### config.mk
export PLATFORM = sky130hd
export DESIGN_NAME = tcw_ctrl
export DESIGN_NICKNAME = d
export VERILOG_FILES = /design/src/hw/rtl/tcw_pkg.sv /design/src/hw/rtl/tcw_ctrl.sv
export SDC_FILE = /design/constraint.sdc
export NUM_CORES = 1
export LEC_CHECK = 0
export ABC_AREA = 1
export BUFFER_PORTS_ARGS = -buffer_cell sky130_fd_sc_hd__clkbuf_2
export CORE_MARGIN = 5
export CORE_UTILIZATION = 48
export DETAILED_ROUTE_END_ITERATION = 12
export GPL_TIMING_DRIVEN = 0
export PLACE_DENSITY = 0.77
export SETUP_SLACK_MARGIN = 0.3
export SLEW_MARGIN = 20
export SYNTH_ARGS = -nofsm -noshare
export SYNTH_HDL_FRONTEND = slang
export SYNTH_SLANG_ARGS = --single-unit
### constraint.sdc
create_clock -name i_clk -period 2.1 [get_ports i_clk]
set_input_delay 0.21 -clock i_clk [delete_from_list [all_inputs] [get_ports i_clk]]
set_output_delay 0.21 -clock i_clk [all_outputs]
set_load 0.03 [all_outputs]
### src/hw/rtl/tcw_pkg.sv
// ============================================================================
// tcw_pkg - shared types and constants for the text console writer
// Request codes, word layouts, sequencer states and the screen memory port.
// ============================================================================
package tcw_pkg;

    localparam int COLUMNS_DEF = 80;
    localparam int ROWS_DEF    = 25;

    // Widest screen store: 16384 cells.
    localparam int MEM_AW_MAX  = 14;

    localparam logic [7:0]  NEWLINE_CHAR = 8'd10;
    localparam logic [7:0]  BLANK_CHAR   = 8'h20;
    localparam logic [7:0]  BLANK_ATTR   = 8'h0F;
    localparam logic [15:0] BLANK_CELL   = {BLANK_ATTR, BLANK_CHAR};

    typedef logic [15:0]           t_cell;
    typedef logic [MEM_AW_MAX-1:0] t_mem_addr;
    typedef logic [4:0]            t_row_field;
    typedef logic [6:0]            t_col_field;

    typedef enum logic [1:0] {
        REQ_PUT   = 2'd0,
        REQ_CLEAR = 2'd1,
        REQ_READ  = 2'd2,
        REQ_NONE  = 2'd3
    } t_req;

    typedef enum logic [2:0] {
        ST_INIT,
        ST_IDLE,
        ST_READ,
        ST_CLEAR,
        ST_SCROLL,
        ST_SCROLL_END
    } t_state;

    typedef struct packed {
        logic [1:0] req_type;
        logic [7:0] char_code;
        logic [7:0] attribute;
        logic [4:0] read_row;
        logic [6:0] read_col;
    } t_in_word;

    typedef struct packed {
        logic [4:0] cursor_row;
        logic [6:0] cursor_col;
        logic [7:0] cell_char;
        logic [7:0] cell_attr;
        logic       scrolled;
    } t_out_word;

    typedef struct packed {
        logic      we;
        t_mem_addr waddr;
        t_cell     wdata;
        logic      re;
        t_mem_addr raddr;
    } t_mem_req;

endpackage

### src/hw/rtl/tcw_ctrl.sv
// ============================================================================
// tcw_ctrl - request sequencer and cursor for the text console writer
// Runs put, read, clear and scroll against the screen memory.
// ============================================================================
module tcw_ctrl #(
    parameter int COLUMNS = tcw_pkg::COLUMNS_DEF,
    parameter int ROWS    = tcw_pkg::ROWS_DEF
) (
    input  logic               i_clk,
    input  logic               i_rst_n,
    input  logic               i_start,
    output logic               o_busy,
    input  tcw_pkg::t_in_word  i_word,
    output logic               o_strobe,
    output tcw_pkg::t_out_word o_word,
    output tcw_pkg::t_mem_req  o_mem_req,
    input  tcw_pkg::t_cell     i_mem_rdata
);

    localparam int CELLS     = ROWS * COLUMNS;
    localparam int COPY_LAST = CELLS - COLUMNS;
    localparam int RW        = $clog2(ROWS);
    localparam int CW        = $clog2(COLUMNS);
    localparam int AW        = $clog2(CELLS);
    localparam logic [RW-1:0] ROW_LAST = RW'(ROWS - 1);

    tcw_pkg::t_state    r_state, n_state;
    logic [RW-1:0]      r_row, n_row;
    logic [CW-1:0]      r_col, n_col;
    logic [AW-1:0]      r_idx, n_idx;
    logic               r_wb_vld, n_wb_vld;
    logic               r_wb_copy, n_wb_copy;
    logic [AW-1:0]      r_wb_addr, n_wb_addr;
    logic               r_rd_ok, n_rd_ok;
    logic               r_strobe, n_strobe;
    tcw_pkg::t_out_word r_out, n_out;

    logic          row_last, col_last, is_nl, row_adv, put_scroll, rd_ok, idx_last, copy_ok;
    logic [RW-1:0] put_row;
    logic [CW-1:0] put_col;
    logic [AW-1:0] cur_addr, rd_addr;

    // Cursor arithmetic for a put, read address checks and sweep bounds.
    always_comb begin
        row_last   = (32'(r_row) == ROWS - 1);
        col_last   = (32'(r_col) == COLUMNS - 1);
        is_nl      = (i_word.char_code == tcw_pkg::NEWLINE_CHAR);
        row_adv    = is_nl || col_last;
        put_scroll = row_adv && row_last;
        put_col    = row_adv ? '0 : r_col + CW'(1);
        put_row    = (row_adv && !row_last) ? r_row + RW'(1) : r_row;
        cur_addr   = AW'(32'(r_row) * COLUMNS + 32'(r_col));
        rd_ok      = (32'(i_word.read_row) < ROWS) && (32'(i_word.read_col) < COLUMNS);
        rd_addr    = AW'(32'(i_word.read_row) * COLUMNS + 32'(i_word.read_col));
        idx_last   = (32'(r_idx) == CELLS - 1);
        copy_ok    = (32'(r_idx) < COPY_LAST);
    end

    always_comb begin
        n_state   = r_state;
        n_row     = r_row;
        n_col     = r_col;
        n_idx     = r_idx;
        n_wb_vld  = 1'b0;
        n_wb_copy = r_wb_copy;
        n_wb_addr = r_wb_addr;
        n_rd_ok   = r_rd_ok;
        n_strobe  = 1'b0;
        n_out     = r_out;
        o_mem_req = '0;

        case (r_state)
            tcw_pkg::ST_INIT: begin
                o_mem_req.we    = 1'b1;
                o_mem_req.waddr = tcw_pkg::t_mem_addr'(r_idx);
                o_mem_req.wdata = tcw_pkg::BLANK_CELL;
                n_idx           = idx_last ? '0 : r_idx + AW'(1);
                if (idx_last) begin
                    n_state = tcw_pkg::ST_IDLE;
                end
            end
            tcw_pkg::ST_IDLE: begin
                if (i_start) begin
                    case (tcw_pkg::t_req'(i_word.req_type))
                        tcw_pkg::REQ_PUT: begin
                            o_mem_req.we    = !is_nl;
                            o_mem_req.waddr = tcw_pkg::t_mem_addr'(cur_addr);
                            o_mem_req.wdata = {i_word.attribute, i_word.char_code};
                            n_row           = put_row;
                            n_col           = put_col;
                            if (put_scroll) begin
                                n_idx   = '0;
                                n_state = tcw_pkg::ST_SCROLL;
                            end else begin
                                n_strobe         = 1'b1;
                                n_out.cursor_row = tcw_pkg::t_row_field'(put_row);
                                n_out.cursor_col = tcw_pkg::t_col_field'(put_col);
                                n_out.cell_char  = '0;
                                n_out.cell_attr  = '0;
                                n_out.scrolled   = 1'b0;
                            end
                        end
                        tcw_pkg::REQ_CLEAR: begin
                            n_row   = '0;
                            n_col   = '0;
                            n_idx   = '0;
                            n_state = tcw_pkg::ST_CLEAR;
                        end
                        tcw_pkg::REQ_READ: begin
                            o_mem_req.re    = rd_ok;
                            o_mem_req.raddr = tcw_pkg::t_mem_addr'(rd_addr);
                            n_rd_ok         = rd_ok;
                            n_state         = tcw_pkg::ST_READ;
                        end
                        default: begin
                            n_strobe         = 1'b1;
                            n_out.cursor_row = tcw_pkg::t_row_field'(r_row);
                            n_out.cursor_col = tcw_pkg::t_col_field'(r_col);
                            n_out.cell_char  = '0;
                            n_out.cell_attr  = '0;
                            n_out.scrolled   = 1'b0;
                        end
                    endcase
                end
            end
            tcw_pkg::ST_READ: begin
                n_strobe         = 1'b1;
                n_out.cursor_row = tcw_pkg::t_row_field'(r_row);
                n_out.cursor_col = tcw_pkg::t_col_field'(r_col);
                n_out.cell_char  = r_rd_ok ? i_mem_rdata[7:0] : 8'd0;
                n_out.cell_attr  = r_rd_ok ? i_mem_rdata[15:8] : 8'd0;
                n_out.scrolled   = 1'b0;
                n_state          = tcw_pkg::ST_IDLE;
            end
            tcw_pkg::ST_CLEAR: begin
                o_mem_req.we    = 1'b1;
                o_mem_req.waddr = tcw_pkg::t_mem_addr'(r_idx);
                o_mem_req.wdata = tcw_pkg::BLANK_CELL;
                n_idx           = idx_last ? '0 : r_idx + AW'(1);
                if (idx_last) begin
                    n_strobe         = 1'b1;
                    n_out.cursor_row = '0;
                    n_out.cursor_col = '0;
                    n_out.cell_char  = '0;
                    n_out.cell_attr  = '0;
                    n_out.scrolled   = 1'b0;
                    n_state          = tcw_pkg::ST_IDLE;
                end
            end
            tcw_pkg::ST_SCROLL: begin
                // Write back the cell read last cycle (a blank for the last row), read one row ahead.
                o_mem_req.we    = r_wb_vld;
                o_mem_req.waddr = tcw_pkg::t_mem_addr'(r_wb_addr);
                o_mem_req.wdata = r_wb_copy ? i_mem_rdata : tcw_pkg::BLANK_CELL;
                o_mem_req.re    = copy_ok;
                o_mem_req.raddr = tcw_pkg::t_mem_addr'(AW'(32'(r_idx) + COLUMNS));
                n_wb_vld        = 1'b1;
                n_wb_addr       = r_idx;
                n_wb_copy       = copy_ok;
                n_idx           = idx_last ? '0 : r_idx + AW'(1);
                if (idx_last) begin
                    n_state = tcw_pkg::ST_SCROLL_END;
                end
            end
            tcw_pkg::ST_SCROLL_END: begin
                o_mem_req.we     = r_wb_vld;
                o_mem_req.waddr  = tcw_pkg::t_mem_addr'(r_wb_addr);
                o_mem_req.wdata  = r_wb_copy ? i_mem_rdata : tcw_pkg::BLANK_CELL;
                n_strobe         = 1'b1;
                n_out.cursor_row = tcw_pkg::t_row_field'(r_row);
                n_out.cursor_col = tcw_pkg::t_col_field'(r_col);
                n_out.cell_char  = '0;
                n_out.cell_attr  = '0;
                n_out.scrolled   = 1'b1;
                n_state          = tcw_pkg::ST_IDLE;
            end
            default: begin
                n_state = tcw_pkg::ST_IDLE;
            end
        endcase
    end

    always_ff @(posedge i_clk) begin
        if (!i_rst_n) begin
            r_state  <= tcw_pkg::ST_INIT;
            r_row    <= '0;
            r_col    <= '0;
            r_idx    <= '0;
            r_wb_vld <= 1'b0;
            r_strobe <= 1'b0;
        end else begin
            r_state  <= n_state;
            r_row    <= n_row;
            r_col    <= n_col;
            r_idx    <= n_idx;
            r_wb_vld <= n_wb_vld;
            r_strobe <= n_strobe;
        end
    end

    always_ff @(posedge i_clk) begin
        r_wb_copy <= n_wb_copy;
        r_wb_addr <= n_wb_addr;
        r_rd_ok   <= n_rd_ok;
        r_out     <= n_out;
    end

    assign o_busy   = (r_state != tcw_pkg::ST_IDLE);
    assign o_strobe = r_strobe;
    assign o_word   = r_out;

    a_cursor_range: assert property (@(posedge i_clk) disable iff (!i_rst_n)
        (32'(r_row) < ROWS) && (32'(r_col) < COLUMNS))
        else $error("cursor left the screen");

    a_scroll_row: assert property (@(posedge i_clk) disable iff (!i_rst_n)
        (r_strobe && r_out.scrolled) |-> (r_row == ROW_LAST))
        else $error("scroll did not leave cursor on last row");

    a_wb_in_scroll: assert property (@(posedge i_clk) disable iff (!i_rst_n)
        r_wb_vld |-> (r_state == tcw_pkg::ST_SCROLL || r_state == tcw_pkg::ST_SCROLL_END))
        else $error("scroll write-back outside scroll");

    a_no_strobe_in_sweep: assert property (@(posedge i_clk) disable iff (!i_rst_n)
        (r_state == tcw_pkg::ST_SCROLL || r_state == tcw_pkg::ST_CLEAR
         || r_state == tcw_pkg::ST_INIT) |-> !r_strobe)
        else $error("result strobe during a sweep");

endmodule

=== After elaboration in Yosys (flattened, before gate mapping) ===
Cells that the tools add are included.

* Flip-flop bits (word level): 70
* Logic and storage cells: 101
* Output and inout bits: 77
* Input bits: 49

* Multiply operators: 2
* Reduce and logical (&&, ||, !) cells: 21
* Add/sub/neg operators: 6
* Magnitude comparators: 3
* Equality and inequality tests: 21
* Multiplexer cells: 34

{| class="wikitable"
|+ Operators with widths
! cell !! count
|-
| one-hot mux 29 bit (4 select lines) || 1
|-
| one-hot mux 31 bit (3 select lines) || 1
|-
| two-way mux 29 bit || 3
|-
| one-hot mux 29 bit (2 select lines) || 1
|-
| two-way mux 46 bit || 1
|-
| one-hot mux 11 bit (2 select lines) || 2
|-
| two-way mux 11 bit || 3
|-
| two-way mux 31 bit || 1
|-
| one-hot mux 15 bit (2 select lines) || 1
|-
| adder 11 x 7 -> 11 bit || 2
|-
| one-hot mux 3 bit (3 select lines) || 2
|-
| two-way mux 16 bit || 1
|-
| two-way mux 8 bit || 2
|-
| two-way mux 15 bit || 1
|-
| multiplier 5 x 3 -> 7 bit, second input constant || 2
|-
| one-hot mux 7 bit (2 select lines) || 1
|-
| two-way mux 3 bit || 4
|-
| adder 11 x 1 -> 11 bit, second input constant || 1
|-
| adder 11 x 7 -> 11 bit, second input constant || 1
|-
| equality test 11 bit, second input constant || 1
|-
| less-than comparator 11 bit, second input constant || 1
|-
| one-hot mux 5 bit (2 select lines) || 1
|-
| AND reduction 5 bit || 2
|-
| equality test 8 x 4 -> 1 bit, second input constant || 1
|-
| other kinds (32) || 50
|}

=== Logic depth before layout (Yosys ltp) ===
Gate-level depths: netlist of run 1.

* Depth after elaboration: 8
* Mapped depth: 12
* Mapped depth without buffers: 12

=== Least setup slack after synthesis of run 1 ===
No wires, ideal clock.

* Kind: register -> output
* From: register r_row[2]
* To: output port o_mem_req[37] in the netlist's numbering
* Setup slack: -0.404 ns
* Data arrival time: 2.294 ns
* Buffers on the path: 0
* Data required time: 1.890 ns
* Cell stages (with the launch flop): 6
* Cells stage by stage: dfxtp_1 > ha_1 > ha_1 > nand2_1 > inv_1 > o311ai_0

{| class="wikitable"
|+ RTL lines
! what !! RTL line !! text
|-
| start, declared || tcw_ctrl.sv:28 || <nowiki>logic [RW-1:0] r_row, n_row;</nowiki>
|-
| start signal, assigned || tcw_ctrl.sv:193 || <nowiki>r_row <= n_row;</nowiki>
|-
| end, declared || tcw_ctrl.sv:16 || <nowiki>output tcw_pkg::t_mem_req o_mem_req,</nowiki>
|}

==> results of run 1 <==
power by group:
| part | total (mW) | switching [mW] | internal [mW] |
|---|---|---|---|
| sequential | 2.14 | 0.199 | 1.94 |
| clock | 1.22 | 0.560 | 0.663 |
| combinational | 4.95 | 3.02 | 1.93 |
critical path, delay by kind of cell, from the launching register on:
| family | cells | cell delay, ns |
|---|---|---|
| adders and majority gates | 3 | 0.97 |
| AOI/OAI and AO/OA | 1 | 0.21 |
| xor gates and xnor gates | 1 | 0.17 |
| DFF | 1 | 0.36 |
| and+or+nand+nor | 2 | 0.17 |
| buffers and inverters | 2 | 0.26 |
state kept, by name, indices dropped and copies added, names as in the netlist, 3 cells and up:
signal and flops:
r_row 5, r_idx 11, r_col 7, r_state 3
r_wb_addr 11, o_word 29
what timing repair did:
action	4_1_cts	5_1_grt
buffers inserted	54	31
cloned	3	4
gates resized for setup	230	182
pin swaps	35	40
endpoints found under the setup margin	87	102
layer usage:
| metal | up-vias | GRT usage | routed length [µm] |
|---|---|---|---|
| met2 | 568 | 0.526 | 11000 |
| met4 | 0 | 0.137 | 1740 |
| met3 | 184 | 0.0728 | 2570 |
| met5 | - | 0 | 0 |
| li1 | 2502 | - | - |
| met1 | 2737 | 0.353 | 7440 |
synthesized netlist by cell type (2+ instances only):
cell type    n  area share
a21oi_1     37       0.039
a21oi_2      4      0.0074
a22oi_1      4      0.0064
a31o_2       2      0.0037
buf_2        9      0.0096
buf_4        7       0.011
buf_6        2      0.0048
clkbuf_1     6      0.0048
clkbuf_2     2      0.0021
dfxtp_1     28        0.12
edfxtp_1    42        0.27
fa_1         4       0.017
ha_1        29       0.077
inv_1       69       0.055
inv_2        6      0.0048
nand2_1    151        0.12
nand2_2      2      0.0027
nand2_4      3      0.0072
nand3_1     36       0.038
nand3_2      2      0.0042
nand4_1     13       0.017
nor2_1      66       0.053
nor2_2       2      0.0027
nor2_4       3      0.0072
nor3_1       4      0.0042
o211ai_1     2      0.0032
o21ai_0     38       0.040
o21ai_1      8      0.0085
o21bai_1     2      0.0032
o221ai_1     6       0.011
o22ai_1      6      0.0080
or2_2        2      0.0027
xnor2_1      3      0.0056
xor2_1       9       0.017
stage by stage:
| step | cell area [µm²] | TNS [ns] | hold WS (ns) | total power [mW] |
|---|---|---|---|---|
| after floorplan | 5170 | -0.0296 | 0.322 | 4.29 |
| after CTS | 7550 | -2.87 | 0.103 | 7.22 |
| after global placement | 5940 | -19.47 | 0.408 | 5.07 |
| after detailed placement | 5940 | -22.91 | 0.422 | 5.12 |
| after global routing | 8460 | -8.07 | 0.129 | 8.54 |
| final | 8460 | -4.98 | 0.121 | 8.31 |
area by class of cell:
class                      instances  area (µm²)
timing repair inverter             1        7.51
tap                              133         166
sequential                        70        1870
buffer                            26         251
clock inverter                     5        73.8
timing repair buffer             210        1980
clock buffer                      11         131
fill                             398        1220
inverter                          75         320
multi-input combinational        451        3660
logic make-up after synthesis:
logic type               count (synthesis)
AO/OA/AOI/OAI                          114
XOR/XNOR                                12
adder cells (fa/ha/maj)                 33
buffers and inverters                  101
flip-flops                              70
other                                    1
AND/OR/NAND/NOR                        286
how the worst max path moves through the flow:
stage                    start       endpoint  slack (ns)  cells after the start
floorplan             r_row[3]  o_mem_req[41]       -0.03                      8
global placement      r_idx[4]     o_word[27]       -0.39                     12
detailed placement  r_state[2]  o_mem_req[34]       -0.44                      8
CTS                   r_row[1]  o_mem_req[41]       -0.52                      9
global route          r_row[1]  o_mem_req[41]       -0.65                      9
finish                r_row[1]  o_mem_req[41]       -0.62                      9
==> reports/metrics.yaml, run 1 <==
outcome: "finished, violations left"
violations: "negative setup slack"
required_ns: 1.89
cts_buffer_depth: 2
dpl_worst_slack_ns: -0.438
core_area_um2: 9680
yosys_most_used_dff: "edfxtp_1"
numCtsBuffers: 9
hold_depth: 3
clk_latency_ns: 0.37
via_per_inst: 6.10
worstMarginPinSlew_ns: 0.743
grt_antenna_before_repair: 0
diodes: 0
crit_top_cell: "ha_4"
final_hold_viol_count: 0
ys_seq_area_frac: 0.386
leakagePower_nw: 3.67
syn_area_um2: 4720
die_h_um: 109
vias: 5991
cts_max_level: 3
r2r-start: "r_state[0]"
drive_gt1_frac: 0.543
syn_area_per_cell_um2: 7.64
setup_viol: 63
yosys.area_share.simple: 0.265
wl_per_cell_um: 23.1
final_common_cell: "nand2_1"
synth.distinct_cells: 42
cpPeakStageDelay_ns: 0.57
fmax_mhz: 367
crit_path_top_delay_cell: "fa_1"
areaGrowthSynthToFinish_pct: 79.4
yosysWarnings: 0
final_core_util: 0.874
num_rows: 36
syn_inst: 617
stdcell_count: 982
worstSetupPathType: "register to primary output"
cp-start-kind: "register"
hp-class: "primary input to register"
drt_pass1_iterations: 9
clock_sinks: 70
cp.arrival_ns: 2.51
synth_compound_area_frac: 0.140
die_w_um: 109
grt_usage: 0.303
synth-seq-cells: 70
root_buffer: "clkbuf_8"
setup_ws_ns: -0.621
drc_errors: 0
final_cell_mix: "nand2_1 (94), clkbuf_2 (77), buf_4 (59)"
ir_drop_v: 0.000692
powerDensity_nw_per_um2: 982
period_needed_ns: 2.72
holdBufCountCts: 0
grt_start_max_net_pins: 17
relSlewSlack: 0.504
grt_overflow: 0
start_util: 0.487
design.portCount: 126
holdPathEnd: "r_state[0]"
finalNetCount: 926
grt_pass1_wl_um: 27700
muxShareOfSynthArea: 0
synthArstFlopShare: 0
critPathMaxFanout: 2
routed_wl_um: 22700
clk_pin_slew_ns: 0.08
synth_edf_count: 42
dp_cells: 874
place.gp.congestion: 0.930
cap_violations: 0
grt_pass1_vias: 5394
synthAdderAreaFrac: 0.0939
worstRegToRegCells: 14
hp-start: "i_rst_n"
r2r_setup_slack_ns: -0.11
r2r-end: "o_word[26]"
worstSetupEndpointType: "primary output"
dp_hpwl_um: 10900
ant_nets: 0
cts_tree: "built"
clock_skew_ns: 0.0152
port_buffers: 119
drt_iter0_drc: 741
synth_xor_area_frac: 0.0223
slew_violations: 0
period_share: 1.30
crit_path_cell_trace: "ha_4 -> ha_4 -> fa_1 -> inv_2 -> nor2_4 -> nand2_2 -> xnor2_2 -> o21bai_2 -> clkbuf_8"
rsz0062_at_grt: "yes"
die_area_um2: 11900
synth_top_family_by_area: "simple AND/OR/NAND/NOR gates"
(Power assumes the default switching activity.)
==> run 2, diff against run 1 <==
--- a/config.mk
+++ b/config.mk
@@ -6,12 +6,12 @@
 export NUM_CORES = 1
 export LEC_CHECK = 0
 export ABC_AREA = 1
-export BUFFER_PORTS_ARGS = -buffer_cell sky130_fd_sc_hd__clkbuf_2
 export CORE_MARGIN = 5
-export CORE_UTILIZATION = 48
+export CORE_UTILIZATION = 58
 export DETAILED_ROUTE_END_ITERATION = 12
+export DONT_BUFFER_PORTS = 1
 export GPL_TIMING_DRIVEN = 0
-export PLACE_DENSITY = 0.77
+export PLACE_DENSITY = 0.76
 export SETUP_SLACK_MARGIN = 0.3
 export SLEW_MARGIN = 20
 export SYNTH_ARGS = -nofsm -noshare
==> reports/metrics.yaml, run 2 <==
outcome: "did not finish"
stop_stage: "5_1_grt"
error: "[ERROR GRT-0232] Routing congestion too high. Check the congestion heatmap in the GUI."
syn_inst: 617  # unchanged
cts_max_level: 3  # unchanged
syn_area_um2: 4720  # unchanged
yosys_most_used_dff: "edfxtp_1"
syn_area_per_cell_um2: 7.64  # unchanged
yosysTopAreaCell: "edfxtp_1"
synth_common_cells: "nand2_1 (151), inv_1 (69), nor2_1 (66), edfxtp_1 (42), o21ai_0 (38)"
die_h_um: 100  # -8.2%
numCtsBuffers: 9  # unchanged
yosysWarnings: 0  # unchanged
start_util: 0.604  # +0.117
ys_seq_area_frac: 0.386  # unchanged
cts_buffer_depth: 2  # unchanged
grt_usage: 0.785
synth_edf_count: 42  # unchanged
synthArstFlopShare: 0  # unchanged
grt_overflow: 217
die_w_um: 100  # -8.2%
root_buffer: "clkbuf_8"
grt_start_max_net_pins: 14
synth_area_leaders: "edfxtp_1 (27%), nand2_1 (12%), dfxtp_1 (12%)"
synth.most_common_cell: "nand2_1"
dp_hpwl_um: 9940  # -8.5%
worst-ep-kind: "top-level output"
synth.distinct_cells: 42  # unchanged
num_rows: 32  # -11%
place.gp.congestion: 0.946  # +1.6%
clock_sinks: 70  # unchanged
postGrtWorstEndpoint: "o_mem_req[41]"
port_buffers: 0  # -100%
netlist.area_leader.share: 0.267  # unchanged
synth-seq-cells: 70  # unchanged
design.portCount: 126  # unchanged
## run 2: kinds of logic after synthesis
kind of cell,Yosys count,synth area share
simple gates,286,0.265
compound gates,114,0.140
buf+inv,101,0.0921
flops,70,0.386
fa+ha+maj,33,0.0939
xor+xnor,12,0.0223
other cells,1,0.000795
## run 2: timing repair
action | in CTS
resized for setup | 180
hold endpoints to repair | 3
setup buffers | 54
pin swaps | 35
cloned | 5
hold buffers | 1
endpoints found under the setup margin | 89
## run 2: metal layers
metal | GRT overflow | global-route usage
met1 | 0 | 0.743
met2 | 141 | 0.959
met3 | 1 | 0.639
met4 | 75 | 0.883
met5 | 0 | 0.0872
## run 2: through the flow
stage,setup TNS [ns],instance area (µm²),cells,worst slack (ns)
CTS,-1.95,6820,800,-0.437
detailed placement,-17.38,5310,724,-0.457
global placement,-15.64,5300,724,-0.415
floorplan,-0.0296,5170,622,-0.0296
==> run 3, diff against run 2 <==
--- a/config.mk
+++ b/config.mk
@@ -7,12 +7,11 @@
 export LEC_CHECK = 0
 export ABC_AREA = 1
 export CORE_MARGIN = 5
-export CORE_UTILIZATION = 58
+export CORE_UTILIZATION = 40
 export DETAILED_ROUTE_END_ITERATION = 12
 export DONT_BUFFER_PORTS = 1
 export GPL_TIMING_DRIVEN = 0
-export PLACE_DENSITY = 0.76
-export SETUP_SLACK_MARGIN = 0.3
+export PLACE_DENSITY_LB_ADDON = 0.15
 export SLEW_MARGIN = 20
 export SYNTH_ARGS = -nofsm -noshare
 export SYNTH_HDL_FRONTEND = slang
==> constraint.sdc (replaced) <==
create_clock -name i_clk -period 2.73 [get_ports i_clk]
set_input_delay 0.273 -clock i_clk [delete_from_list [all_inputs] [get_ports i_clk]]
set_output_delay 0.273 -clock i_clk [all_outputs]
set_load 0.03 [all_outputs]
==> reports/metrics.yaml, run 3 (synthesis gave the netlist of run 1 again) <==
outcome: "finished clean"
clock_skew_ns: 0.00726
worstSetupEndpointType: "primary output"
slew_violations: 0
clock_sinks: 70  # unchanged
place.gp.congestion: 0.906  # -4.1%
crit_path_top_delay_cell: "o221ai_1"
dp_hpwl_um: 10500  # +5.5%
drc_errors: 0
ir_drop_v: 0.000543
cts_max_level: 3  # unchanged
final_cell_mix: "nand2_1 (151), inv_1 (68), nor2_1 (66)"
crit_path_start: "r_state[1]"
power_mw: 4.62
drive_gt1_frac: 0.132
worstRegToRegCells: 12
start_util: 0.411  # -0.193
port_buffers: 0  # unchanged
cpPeakStageDelay_ns: 0.69
grt_usage: 0.192
fmax_mhz: 376
p_int_mw: 2.54
drt_iter0_drc: 180
ant_nets: 0
whs_ns: 0.0549
period_share: 0.973
core_area_um2: 11500
r2r_setup_slack_ns: 0.21
holdBufCountCts: 0  # -1
cap_violations: 0
numCtsBuffers: 9  # unchanged
areaGrowthSynthToFinish_pct: 13.7
grt_pass1_wl_um: 21800
setup_ws_ns: 0.0729
grt_overflow: 0
r2r-end: "o_word[23]"
wl_per_cell_um: 17.0
finalSetupTns_ns: 0
die_area_um2: 14100
relSlewSlack: 0.316
num_rows: 39  # +22%
grt_start_max_net_pins: 18
setup_viol: 0
drt_pass1_iterations: 5
crit_path_cell_trace: "inv_1 -> nand2_1 -> nand3_1 -> clkbuf_2 -> o221ai_1"
finalNetCount: 723
power_frac_seq: 0.454
cts_tree: "built"
die_h_um: 119  # +18%
switchingPower_mw: 2.08
worstSetupPathType: "register to primary output"
critPathMaxFanout: 10
clk_latency_ns: 0.34
via_per_inst: 5.34
grt_antenna_before_repair: 0
final_hold_viol_count: 0
diodes: 0
cp.arrival_ns: 2.38
leakagePower_nw: 2.24
clk_pin_slew_ns: 0.06
period_needed_ns: 2.66
cts_buffer_depth: 2  # unchanged
routed_wl_um: 13400
combPwrFrac: 0.292
powerDensity_nw_per_um2: 860
worstSetupEndpoint: "o_mem_req[33]"
worstMarginPinSlew_ns: 1.02
hp-class: "primary input to register"
dpl_worst_slack_ns: -0.312  # +0.145 ns
rsz0062_at_grt: "yes"
grt_pass1_vias: 4107
multi_input_area_um2: 2540
power.share.clock: 0.253
switching_share: 0.450
cp-start-kind: "register"
required_ns: 2.46
die_w_um: 119  # +18%
root_buffer: "clkbuf_16"
fillers: 1132
design.portCount: 126  # unchanged
final_common_cell: "nand2_1"
vias: 4217
largest_register_ffs: 29
r2r-start: "r_idx[0]"
regArea_um2: 1830
-- run 3: layout make-up --
type / instances / area share
multi-input combinational: 451 / 0.473
sequential: 70 / 0.341
inverter: 75 / 0.0532
clock buffer: 10 / 0.0427
tap: 143 / 0.0334
buffer: 26 / 0.0287
timing repair buffer: 7 / 0.0145
clock inverter: 6 / 0.0119
timing repair inverter: 1 / 0.00140
-- run 3: through the flow --
stage / instance area, µm² / std cells / util
finish: 5360 / 789 / 0.468
floorplan: 4730 / 622 / -
detailed placement: 4920 / 765 / 0.429
global route: 5360 / 789 / 0.468
global placement: 4910 / 765 / 0.428
CTS: 5290 / 784 / 0.462
-- run 3: repair_timing --
| item | 4_1_cts | 5_1_grt |
|---|---|---|
| cloned | 1 | 0 |
| resized for setup | 17 | 3 |
| pin swaps | 4 | 3 |
| endpoints found under the setup margin | 60 | 37 |
| setup buffers | 2 | 5 |
-- run 3: worst min path at each step --
| stage | cells after the start | to | from |
|---|---|---|---|
| floorplan | 2 | r_state[1] | i_rst_n |
| global placement | 2 | r_state[1] | i_rst_n |
| detailed placement | 2 | r_state[1] | i_rst_n |
| CTS | 2 | r_state[1] | i_rst_n |
| global route | 2 | r_state[0] | i_rst_n |
| finish | 2 | r_state[0] | i_rst_n |
-- run 3: critical path, delay by kind of cell (launching register included) --
kind,cells,cell delay (ns)
AOI/OAI and AO/OA,1,0.69
DFF,1,0.51
buffers and inverters,2,0.46
and+or+nand+nor,2,0.38
-- run 3: power by group through the flow --
stage                     registers [mW]  logic [mW]  clock network [mW]
after floorplan                     2.07       0.989                   0
after CTS                           2.11        1.29                1.19
after global placement              2.13        1.24                   0
final                               2.10        1.35                1.17
after global routing                2.13        1.49                1.24
after detailed placement            2.14        1.26                   0
-- run 3: metal layers --
| metal | vias up | global-route usage | part of all wire |
|---|---|---|---|
| li1 | 2103 | - | - |
| met1 | 1943 | 0.246 | 0.44 |
| met2 | 149 | 0.303 | 0.45 |
| met3 | 22 | 0.0621 | 0.077 |
| met4 | 0 | 0.0709 | 0.023 |
| met5 | - | 0 | 0 |
